### config.mk
export PLATFORM = sky130hd
export DESIGN_NAME = mpce_seq
export DESIGN_NICKNAME = d
export VERILOG_FILES = /design/src/mpce_pkg.sv /design/src/mpce_seq.sv
export SDC_FILE = /design/constraint.sdc
export NUM_CORES = 1
export LEC_CHECK = 0
export ABC_AREA = 1
export BUFFER_PORTS_ARGS = -buffer_cell sky130_fd_sc_hd__buf_2
export CAP_MARGIN = 0
export CORE_MARGIN = 2
export CORE_UTILIZATION = 44
export CTS_CLUSTER_SIZE = 14
export DETAILED_ROUTE_END_ITERATION = 10
export PLACE_DENSITY = 0.78
export SYNTH_ARGS = -nofsm -noshare
export SYNTH_HDL_FRONTEND = slang
export SYNTH_SLANG_ARGS = --single-unit
### constraint.sdc
create_clock -name clk_i -period 1.5 [get_ports clk_i]
set_input_delay 0.075 -clock clk_i [delete_from_list [all_inputs] [get_ports clk_i]]
set_output_delay 0.075 -clock clk_i [all_outputs]
set_load 0.05 [all_outputs]
### src/mpce_pkg.sv
`timescale 1ns / 1ps
// mpce_pkg: codes, control word format and microprogram of the patch code engine
package mpce_pkg;

  // beat layout
  localparam int unsigned S_TDATA_W = 80;
  localparam int unsigned S_TUSER_W = 2;
  localparam int unsigned M_TDATA_W = 24;
  localparam int unsigned M_TUSER_W = 3;

  localparam logic [1:0] MODE_CODE = 2'd0;
  localparam logic [1:0] MODE_HWR  = 2'd1;
  localparam logic [1:0] MODE_HRD  = 2'd2;

  localparam logic [7:0] KIND_CONST8  = 8'h30;
  localparam logic [7:0] KIND_CONST16 = 8'h80;
  localparam logic [7:0] KIND_INC16   = 8'h10;
  localparam logic [7:0] KIND_DEC16   = 8'h11;
  localparam logic [7:0] KIND_INC8    = 8'h20;
  localparam logic [7:0] KIND_DEC8    = 8'h21;
  localparam logic [7:0] KIND_SLIDE   = 8'h50;
  localparam logic [7:0] KIND_COPY    = 8'hC2;
  localparam logic [7:0] KIND_EQ8     = 8'hE0;
  localparam logic [7:0] KIND_NE8     = 8'hE1;
  localparam logic [7:0] KIND_LT8     = 8'hE2;
  localparam logic [7:0] KIND_GT8     = 8'hE3;
  localparam logic [7:0] KIND_EQ16    = 8'hD0;
  localparam logic [7:0] KIND_NE16    = 8'hD1;
  localparam logic [7:0] KIND_LT16    = 8'hD2;
  localparam logic [7:0] KIND_GT16    = 8'hD3;

  localparam logic [1:0] TEST_EQ = 2'd0;
  localparam logic [1:0] TEST_NE = 2'd1;
  localparam logic [1:0] TEST_LT = 2'd2;
  localparam logic [1:0] TEST_GT = 2'd3;

  localparam logic [1:0] PEND_NONE  = 2'd0;
  localparam logic [1:0] PEND_SKIP  = 2'd1;
  localparam logic [1:0] PEND_SLIDE = 2'd2;
  localparam logic [1:0] PEND_COPY  = 2'd3;

  typedef enum logic [2:0] {
    OC_WROTE   = 3'd0,
    OC_TRUE    = 3'd1,
    OC_FALSE   = 3'd2,
    OC_SKIPPED = 3'd3,
    OC_HEADER  = 3'd4,
    OC_IGNORED = 3'd5,
    OC_HOST    = 3'd6
  } outcome_e;

  typedef logic [4:0] pc_t;

  typedef enum logic [1:0] {RD_NONE, RD_A, RD_A1, RD_B} rd_e;
  typedef enum logic [2:0] {WR_NONE, WR_A_LO, WR_A1_HI, WR_A_SUM, WR_A_RD} wr_e;
  typedef enum logic [1:0] {NX_NEXT, NX_GOTO, NX_LOOP} nx_e;

  typedef struct packed {
    rd_e  rd;
    wr_e  wr;
    logic ld_lo;
    logic ld_val;
    logic ld_rb;
    logic byte_mode;
    logic test;
    logic slide_step;
    logic copy_step;
    logic fin;
    nx_e  nxt;
    pc_t  target;
  } ctrl_t;

  typedef struct packed {
    logic start;
    pc_t  entry;
    logic cnt_last;
    logic out_free;
  } seq_in_t;

  // microprogram entry points and steps
  localparam pc_t UA_FIN       = 5'd0;
  localparam pc_t UA_HRD       = 5'd2;
  localparam pc_t UA_HRD_1     = 5'd3;
  localparam pc_t UA_CONST8    = 5'd4;
  localparam pc_t UA_CONST16   = 5'd5;
  localparam pc_t UA_CONST16_1 = 5'd6;
  localparam pc_t UA_RMW8      = 5'd7;
  localparam pc_t UA_RMW8_1    = 5'd8;
  localparam pc_t UA_RMW16     = 5'd9;
  localparam pc_t UA_RMW16_1   = 5'd10;
  localparam pc_t UA_RMW16_2   = 5'd11;
  localparam pc_t UA_RMW16_3   = 5'd12;
  localparam pc_t UA_TEST8     = 5'd13;
  localparam pc_t UA_TEST8_1   = 5'd14;
  localparam pc_t UA_TEST16    = 5'd15;
  localparam pc_t UA_TEST16_1  = 5'd16;
  localparam pc_t UA_TEST16_2  = 5'd17;
  localparam pc_t UA_SLIDE8    = 5'd18;
  localparam pc_t UA_SLIDE16   = 5'd19;
  localparam pc_t UA_SLIDE16_1 = 5'd20;
  localparam pc_t UA_COPY      = 5'd21;
  localparam pc_t UA_COPY_1    = 5'd22;

  function automatic ctrl_t ucode(input pc_t pc);
    ctrl_t w;
    w = '0;
    w.nxt = NX_GOTO;
    w.target = UA_FIN;
    unique case (pc)
      UA_FIN:       w.fin = 1'b1;
      UA_HRD:       begin w.rd = RD_A; w.nxt = NX_NEXT; end
      UA_HRD_1:     w.ld_rb = 1'b1;
      UA_CONST8:    w.wr = WR_A_LO;
      UA_CONST16:   begin w.wr = WR_A_LO; w.nxt = NX_NEXT; end
      UA_CONST16_1: w.wr = WR_A1_HI;
      UA_RMW8:      begin w.rd = RD_A; w.nxt = NX_NEXT; end
      UA_RMW8_1:    begin w.wr = WR_A_SUM; w.byte_mode = 1'b1; end
      UA_RMW16:     begin w.rd = RD_A; w.nxt = NX_NEXT; end
      UA_RMW16_1:   begin w.rd = RD_A1; w.ld_lo = 1'b1; w.nxt = NX_NEXT; end
      UA_RMW16_2:   begin w.wr = WR_A_SUM; w.ld_val = 1'b1; w.nxt = NX_NEXT; end
      UA_RMW16_3:   w.wr = WR_A1_HI;
      UA_TEST8:     begin w.rd = RD_A; w.nxt = NX_NEXT; end
      UA_TEST8_1:   begin w.test = 1'b1; w.byte_mode = 1'b1; end
      UA_TEST16:    begin w.rd = RD_A; w.nxt = NX_NEXT; end
      UA_TEST16_1:  begin w.rd = RD_A1; w.ld_lo = 1'b1; w.nxt = NX_NEXT; end
      UA_TEST16_2:  w.test = 1'b1;
      UA_SLIDE8: begin
        w.wr = WR_A_LO;
        w.slide_step = 1'b1;
        w.nxt = NX_LOOP;
        w.target = UA_SLIDE8;
      end
      UA_SLIDE16:   begin w.wr = WR_A_LO; w.nxt = NX_NEXT; end
      UA_SLIDE16_1: begin
        w.wr = WR_A1_HI;
        w.slide_step = 1'b1;
        w.nxt = NX_LOOP;
        w.target = UA_SLIDE16;
      end
      UA_COPY:      begin w.rd = RD_B; w.nxt = NX_NEXT; end
      UA_COPY_1: begin
        w.wr = WR_A_RD;
        w.copy_step = 1'b1;
        w.nxt = NX_LOOP;
        w.target = UA_COPY;
      end
      default: ;
    endcase
    return w;
  endfunction

endpackage

### src/mpce_seq.sv
`timescale 1ns / 1ps
// mpce_seq: step counter and control store of the patch code engine
module mpce_seq
  import mpce_pkg::*;
(
  input  logic    clk_i,
  input  logic    rst_ni,
  input  seq_in_t sin_i,
  output ctrl_t   ctrl_o,
  output logic    idle_o
);

  logic  busy_q, busy_d;
  pc_t   pc_q, pc_d;
  ctrl_t word;

  assign word   = ucode(pc_q);
  assign idle_o = !busy_q;
  assign ctrl_o = busy_q ? word : '0;

  always_comb begin
    busy_d = busy_q;
    pc_d   = pc_q;
    if (!busy_q) begin
      if (sin_i.start) begin
        busy_d = 1'b1;
        pc_d   = sin_i.entry;
      end
    end else if (word.fin) begin
      if (sin_i.out_free) begin
        busy_d = 1'b0;
      end
    end else begin
      unique case (word.nxt)
        NX_NEXT: pc_d = pc_q + pc_t'(1);
        NX_GOTO: pc_d = word.target;
        NX_LOOP: pc_d = sin_i.cnt_last ? UA_FIN : word.target;
        default: pc_d = UA_FIN;
      endcase
    end
  end

  always_ff @(posedge clk_i or negedge rst_ni) begin
    if (!rst_ni) begin
      busy_q <= 1'b0;
      pc_q   <= UA_FIN;
    end else begin
      busy_q <= busy_d;
      pc_q   <= pc_d;
    end
  end

endmodule

==> metrics.txt, run 1 <==
# TYPE chip_impl_metric gauge
chip_impl_metric{name="synthXorXnorAreaFrac",unit="%"} 1.98
chip_impl_metric{name="maximum_number_of_pins_on_one_net_before_global_route_repair",unit=""} 11
chip_impl_metric{name="die_height",unit="microns"} 48.8
chip_impl_metric{name="synth.yosys.seq_area_share",unit="%"} 17.0
chip_impl_metric{name="synthDistinctLibCells",unit=""} 29
chip_impl_metric{name="io_pins",unit=""} 31
chip_impl_metric{name="syn_area_per_cell",unit="sq um"} 6.18
chip_impl_metric{name="die_w",unit="microns"} 48.8
chip_impl_metric{name="post_synthesis_share_of_cell_area_spent_on_full_adders_half_adders_and_majority_gates",unit="%"} 7.08
chip_impl_metric{name="dpl_cell_area",unit="sq um"} 1450
chip_impl_metric{name="synth.mux.area_fraction",unit="%"} 0
chip_impl_metric{name="synthesis.yosys.warnings",unit=""} 0
chip_impl_info{name="clockRootBuffer",value="clkbuf_4"} 1
chip_impl_metric{name="portBuffers",unit=""} 29
chip_impl_info{name="error",value="[ERROR DPL-0038] Utilization greater than 100%, impossible to legalize"} 1
chip_impl_metric{name="synth_compound_gate_area_share",unit="%"} 13.3
chip_impl_metric{name="synth-seq-cells",unit=""} 6
chip_impl_metric{name="mappedNetlistNets",unit=""} 158
chip_impl_metric{name="synthesis.instances",unit=""} 143
chip_impl_info{name="synth_top_family_by_area",value="simple AND/OR/NAND/NOR gates"} 1
chip_impl_info{name="grt_repair_worst_endpoint",value="ctrl_o[5]"} 1
chip_impl_metric{name="gpl.final_weighted_congestion",unit=""} 0.986
chip_impl_metric{name="hpwl_dp",unit="mm"} 2.29
chip_impl_metric{name="synth-simple-area-share",unit="%"} 42.4
chip_impl_metric{name="cts_htree_levels",unit=""} 1
chip_impl_metric{name="std_cell_rows",unit=""} 16
chip_impl_metric{name="synthesis.area",unit="sq um"} 883
chip_impl_info{name="last-stage-reached",value="5_1_grt"} 1
chip_impl_metric{name="maximum_buffer_depth_of_the_clock_tree",unit=""} 2
chip_impl_metric{name="start_util",unit="%"} 46.0
chip_impl_metric{name="clock_sinks",unit=""} 6
chip_impl_info{name="worst_endpoint_kind",value="top-level output"} 1
chip_impl_info{name="outcome",value="did not finish"} 1
chip_impl_metric{name="cts_buffers",unit=""} 3
synth_stat cells (all sizes together):
cell type	number	area, sq um
nand2	38	150
dfrtp	6	150
inv	25	96.4
buf	7	53.8
a21oi	9	60.1
clkbuf	1	3.75
clkinv	1	3.75
a41oi	2	17.5
nor3	1	5.00
o2bb2ai	1	8.76
nor2	28	150
xor2	2	17.5
nand3	9	62.6
a31oi	1	6.26
conb	1	3.75
nor4	1	6.26
o21ai	5	25.0
ha	5	62.6
what timing repair did:
item,in CTS
pin swaps,21
hold endpoints to repair,6
setup endpoints to repair,25
hold buffers,1
resized for setup,100
setup buffers,12
cells by family after synthesis:
family / Yosys count
AOI/OAI and AO/OA: 18
adders and majority gates: 5
and+or+nand+nor: 77
buffers and inverters: 34
other: 1
xor gates and xnor gates: 2
DFF: 6
stage by stage:
stage	TNS (ps)	hold slack, ps	util (%)	worst slack [ps]	instances
floorplan	-1360	-221	-	-285	143
global placement	-2450	-103	75.3	-212	228
detailed placement	-3430	-97.2	75.3	-274	228
CTS	-6170	16.7	97.4	-378	244
==> run 2: changes to the inputs <==
- CORE_AREA: not set -> 2 2 63 65
- CORE_MARGIN: 2 -> not set
- CORE_UTILIZATION: 44 -> not set
- CTS_CLUSTER_SIZE: 14 -> not set
- DIE_AREA: not set -> 0 0 65 67
- PLACE_DENSITY: 0.78 -> not set
- PLACE_DENSITY_LB_ADDON: not set -> 0.15
- clock period: 1.5 -> 1.95 ns (I/O delays scaled with it)
==> metrics.txt, run 2 <==
# TYPE chip_impl_metric gauge
chip_impl_metric{name="synthesis.yosys.warnings",unit=""} 0
chip_impl_info{name="cts_tree",value="yes"} 1
chip_impl_metric{name="clock_sinks",unit=""} 6
chip_impl_metric{name="design.die.area",unit="sq um"} 4360
chip_impl_metric{name="clock_power_share",unit="%"} 7.5
chip_impl_metric{name="whs",unit="ps"} 52.7
chip_impl_metric{name="routedWlPerCell",unit="microns"} 11.0
chip_impl_metric{name="path_max_fanout",unit=""} 5
chip_impl_metric{name="coreArea",unit="sq um"} 3610
chip_impl_info{name="layout.cells.most_common_list",value="35 x nand2_1, 25 x buf_2, 17 x nor2_1"} 1
chip_impl_metric{name="vias",unit=""} 935
chip_impl_metric{name="postRouteWirelength",unit="mm"} 2.43
chip_impl_metric{name="maximum_number_of_pins_on_one_net_before_global_route_repair",unit=""} 14
chip_impl_metric{name="internal_power",unit="W"} 0.000939
chip_impl_metric{name="period_needed",unit="ps"} 1880
chip_impl_info{name="timing.hold.worst.class",value="in2reg"} 1
chip_impl_metric{name="drt_pre_antenna_iters",unit=""} 3
chip_impl_metric{name="start_util",unit="%"} 24.5
chip_impl_metric{name="mappedNetlistNets",unit=""} 158
chip_impl_metric{name="gpl.final_weighted_congestion",unit=""} 0.818
chip_impl_metric{name="antenna_cells",unit=""} 0
chip_impl_metric{name="worst_ep_arrival_time",unit="ps"} 1780
chip_impl_metric{name="pwr-share-seq",unit="%"} 13.2
chip_impl_metric{name="area_delta_synth_final",unit="%"} 33.7
chip_impl_metric{name="maximum_buffer_depth_of_the_clock_tree",unit=""} 2
chip_impl_info{name="path_class",value="reg2out"} 1
chip_impl_metric{name="synth.mux.area_fraction",unit="%"} 0
chip_impl_metric{name="post-layout-total-power",unit="W"} 0.00241
chip_impl_info{name="synth.top_cells.by_count",value="35 x nand2_1, 20 x nor2_1, 16 x inv_1"} 1
chip_impl_metric{name="std_cell_rows",unit=""} 22
chip_impl_metric{name="largest_reg_flops",unit=""} 5
chip_impl_metric{name="hpwl_dp",unit="mm"} 2.06
chip_impl_metric{name="p_per_area",unit="nW/um^2"} 2040
chip_impl_metric{name="ir_worst_vdd",unit="mV"} 0.731
chip_impl_metric{name="grt_first_pass_wirelength",unit="mm"} 4.00
chip_impl_metric{name="cts_buffers",unit=""} 3
chip_impl_metric{name="synth.yosys.seq_area_share",unit="%"} 17.0
chip_impl_metric{name="synth_compound_gate_area_share",unit="%"} 13.3
chip_impl_metric{name="detail_route.vias_per_cell",unit=""} 4.23
chip_impl_info{name="synth.most_common_cell",value="nand2_1"} 1
chip_impl_metric{name="report.final.hold_viol_count",unit=""} 0
chip_impl_metric{name="share_of_the_synthesized_area_in_the_top_cell_type",unit="%"} 17.0
chip_impl_metric{name="switching_share_of_power",unit="%"} 61.1
chip_impl_metric{name="timing.clock.skew",unit="ps"} 0.193
chip_impl_info{name="timing.critical_path.to_type",value="output port"} 1
chip_impl_metric{name="drt-initial-drc-count",unit=""} 58
chip_impl_metric{name="placedCellCount",unit=""} 214
chip_impl_info{name="crit-reg2reg-launch",value="pc_q[0]$_DFFE_PN0P_"} 1
chip_impl_info{name="outcome",value="completed"} 1
chip_impl_metric{name="stdcell_count",unit=""} 221
chip_impl_metric{name="synth-seq-cells",unit=""} 6
chip_impl_metric{name="io_pins",unit=""} 31
chip_impl_metric{name="nNetsFinal",unit=""} 190
chip_impl_metric{name="period_share",unit="%"} 96.3
chip_impl_metric{name="nFillCells",unit=""} 403
chip_impl_info{name="clockRootBuffer",value="clkbuf_8"} 1
chip_impl_metric{name="synthesis.instances",unit=""} 143
chip_impl_metric{name="syn_area_per_cell",unit="sq um"} 6.18
chip_impl_metric{name="fin_max_slew_vios",unit=""} 0
chip_impl_metric{name="max_freq",unit="MHz"} 533
chip_impl_metric{name="required",unit="ps"} 1850
chip_impl_metric{name="cts_htree_levels",unit=""} 1
chip_impl_metric{name="vias_in_the_first_global_route",unit=""} 922
chip_impl_metric{name="post_synthesis_share_of_cell_area_spent_on_full_adders_half_adders_and_majority_gates",unit="%"} 7.08
chip_impl_metric{name="synthesis.area",unit="sq um"} 883
chip_impl_metric{name="die_height",unit="microns"} 67
chip_impl_metric{name="preCtsSetupSlack",unit="ps"} 44.1
chip_impl_info{name="mostFrequentLayoutCell",value="nand2_1"} 1
chip_impl_metric{name="portBuffers",unit=""} 29
chip_impl_metric{name="fraction_of_registers_with_async_set_reset",unit="%"} 100
chip_impl_metric{name="comb_power_share",unit="%"} 79.3
chip_impl_metric{name="clock_input_transition_at_the_sequential_cells_of_the_worst_setup_and_hold_paths",unit="ps"} 30
chip_impl_metric{name="die_w",unit="microns"} 65
chip_impl_info{name="setup_repair_after_global_routing_missed_its_margin",value="true"} 1
chip_impl_info{name="synth_top_cell_by_area",value="dfrtp_1"} 1
chip_impl_metric{name="number_of_setup_violations_in_the_final_report",unit=""} 0
chip_impl_metric{name="grt.overflow.total",unit=""} 0
chip_impl_metric{name="number_of_antenna_violations_at_the_first_check_in_global_routing",unit=""} 0
chip_impl_metric{name="synthXorXnorAreaFrac",unit="%"} 1.98
chip_impl_metric{name="remaining_routing_drc_violations",unit=""} 0
chip_impl_metric{name="power.leakage",unit="nW"} 0.665
chip_impl_metric{name="power.net_switching",unit="W"} 0.00148
chip_impl_metric{name="final_layout_size_suffix_gt1_share",unit="%"} 43.9
chip_impl_info{name="largest-register",value="pc_q"} 1
chip_impl_info{name="netlist_top_cells_area",value="dfrtp_1 17%, nand2_1 15%, nor2_1 8.5%"} 1
chip_impl_info{name="crit_path_start_kind",value="register"} 1
chip_impl_info{name="synth_top_family_by_area",value="simple AND/OR/NAND/NOR gates"} 1
chip_impl_metric{name="track_usage",unit="%"} 11.8
chip_impl_metric{name="ant_nets",unit=""} 0
chip_impl_info{name="timing.critical_path.from",value="pc_q[0]$_DFFE_PN0P_"} 1
chip_impl_metric{name="worst_slack",unit="ps"} 72.3
chip_impl_metric{name="synth-edff-count",unit=""} 0
chip_impl_metric{name="synth-simple-area-share",unit="%"} 42.4
chip_impl_metric{name="worst_skew_pair.late_latency",unit="ps"} 220
chip_impl_metric{name="synthDistinctLibCells",unit=""} 29
chip_impl_info{name="min_from",value="sin_i[0]"} 1
chip_impl_info{name="biggestRegsByFlops",value="pc_q (5), busy_q (1)"} 1
chip_impl_info{name="yosys_most_used_dff",value="dfrtp_1"} 1
chip_impl_metric{name="drv.max_cap_violation_count",unit=""} 0
-- run 2: metal layers --
metal | up-vias | global-route usage [%] | wire (microns)
met4 | 0 | 2.13 | 0
met5 | - | 0 | 0
met1 | 414 | 14.3 | 1140
met2 | 22 | 21.3 | 1190
li1 | 499 | - | -
met3 | 0 | 2.87 | 102
-- run 2: kinds of logic (layout without fill, tap and decap cells) --
logic type               Yosys count  in the layout
AO/OA/AOI/OAI                     18             18
XOR/XNOR                           2              2
adder cells (fa/ha/maj)            5              5
buffers and inverters             34             64
flip-flops                         6              6
other                              1              1
AND/OR/NAND/NOR                   77             77
-- run 2: layout make-up --
type / instances / area (sq um) / share of cell area (%)
tap: 48 / 60.1 / 5.08
sequential: 6 / 154 / 13.0
timing repair buffer: 35 / 206 / 17.5
inverter: 26 / 104 / 8.79
multi-input combinational: 103 / 616 / 52.1
clock buffer: 3 / 41.3 / 3.50
-- run 2: worst paths after layout --
kind                                  endpoint  slack, ps  cells past startpoint
setup / recovery                     ctrl_o[5]         70                     10
setup reg to reg           pc_q[3]$_DFFE_PN0P_        150                     13
max in group asynchronous  pc_q[4]$_DFFE_PN0P_       1560                      2
hold / removal                busy_q$_DFF_PN0_         50                      2
hold reg to reg            pc_q[1]$_DFFE_PN0P_        620                      2
min in group asynchronous     busy_q$_DFF_PN0_        230                      2
-- run 2: metrics by stage --
| step | utilization (%) | setup TNS, ps | cell area [sq um] |
|---|---|---|---|
| 3_5_place_dp | 29.3 | 0 | 1060 |
| 6_report | 32.8 | 0 | 1180 |
| 2_1_floorplan | - | -1450 | 895 |
| 4_1_cts | 31.6 | -38.4 | 1140 |
| 5_1_grt | 32.8 | -53.0 | 1180 |
| 3_3_place_gp | 29.3 | 0 | 1060 |
-- run 2: power groups by stage --
stage / clock (W) / sequential, W / combinational (W)
floorplan: 0 / 0.000226 / 0.00149
global placement: 0 / 0.000296 / 0.00178
detailed placement: 0 / 0.000297 / 0.00177
CTS: 0.000189 / 0.000297 / 0.00186
global route: 0.000199 / 0.000331 / 0.00209
finish: 0.000182 / 0.000318 / 0.00191
-- run 2: what timing repair did --
item                                   4_1_cts  5_1_grt
hold buffers                                 1        0
setup endpoints to repair                    3       16
resized for setup                            6       14
buffers inserted                             1        2
cloned                                       0        0
pin swaps                                    0        3
endpoints found under the hold margin        6        0
-- run 2: worst max-delay path, cell delays in order (launching register included) --
cell,delay (ps)
dfrtp_2,430
ha_2,210
inv_2,70
nor2_1,50
ha_1,170
inv_1,50
nand2_1,70
nor2_4,120
nand3_4,100
nor3_4,120
buf_6,180
(Power assumes the default switching activity.)
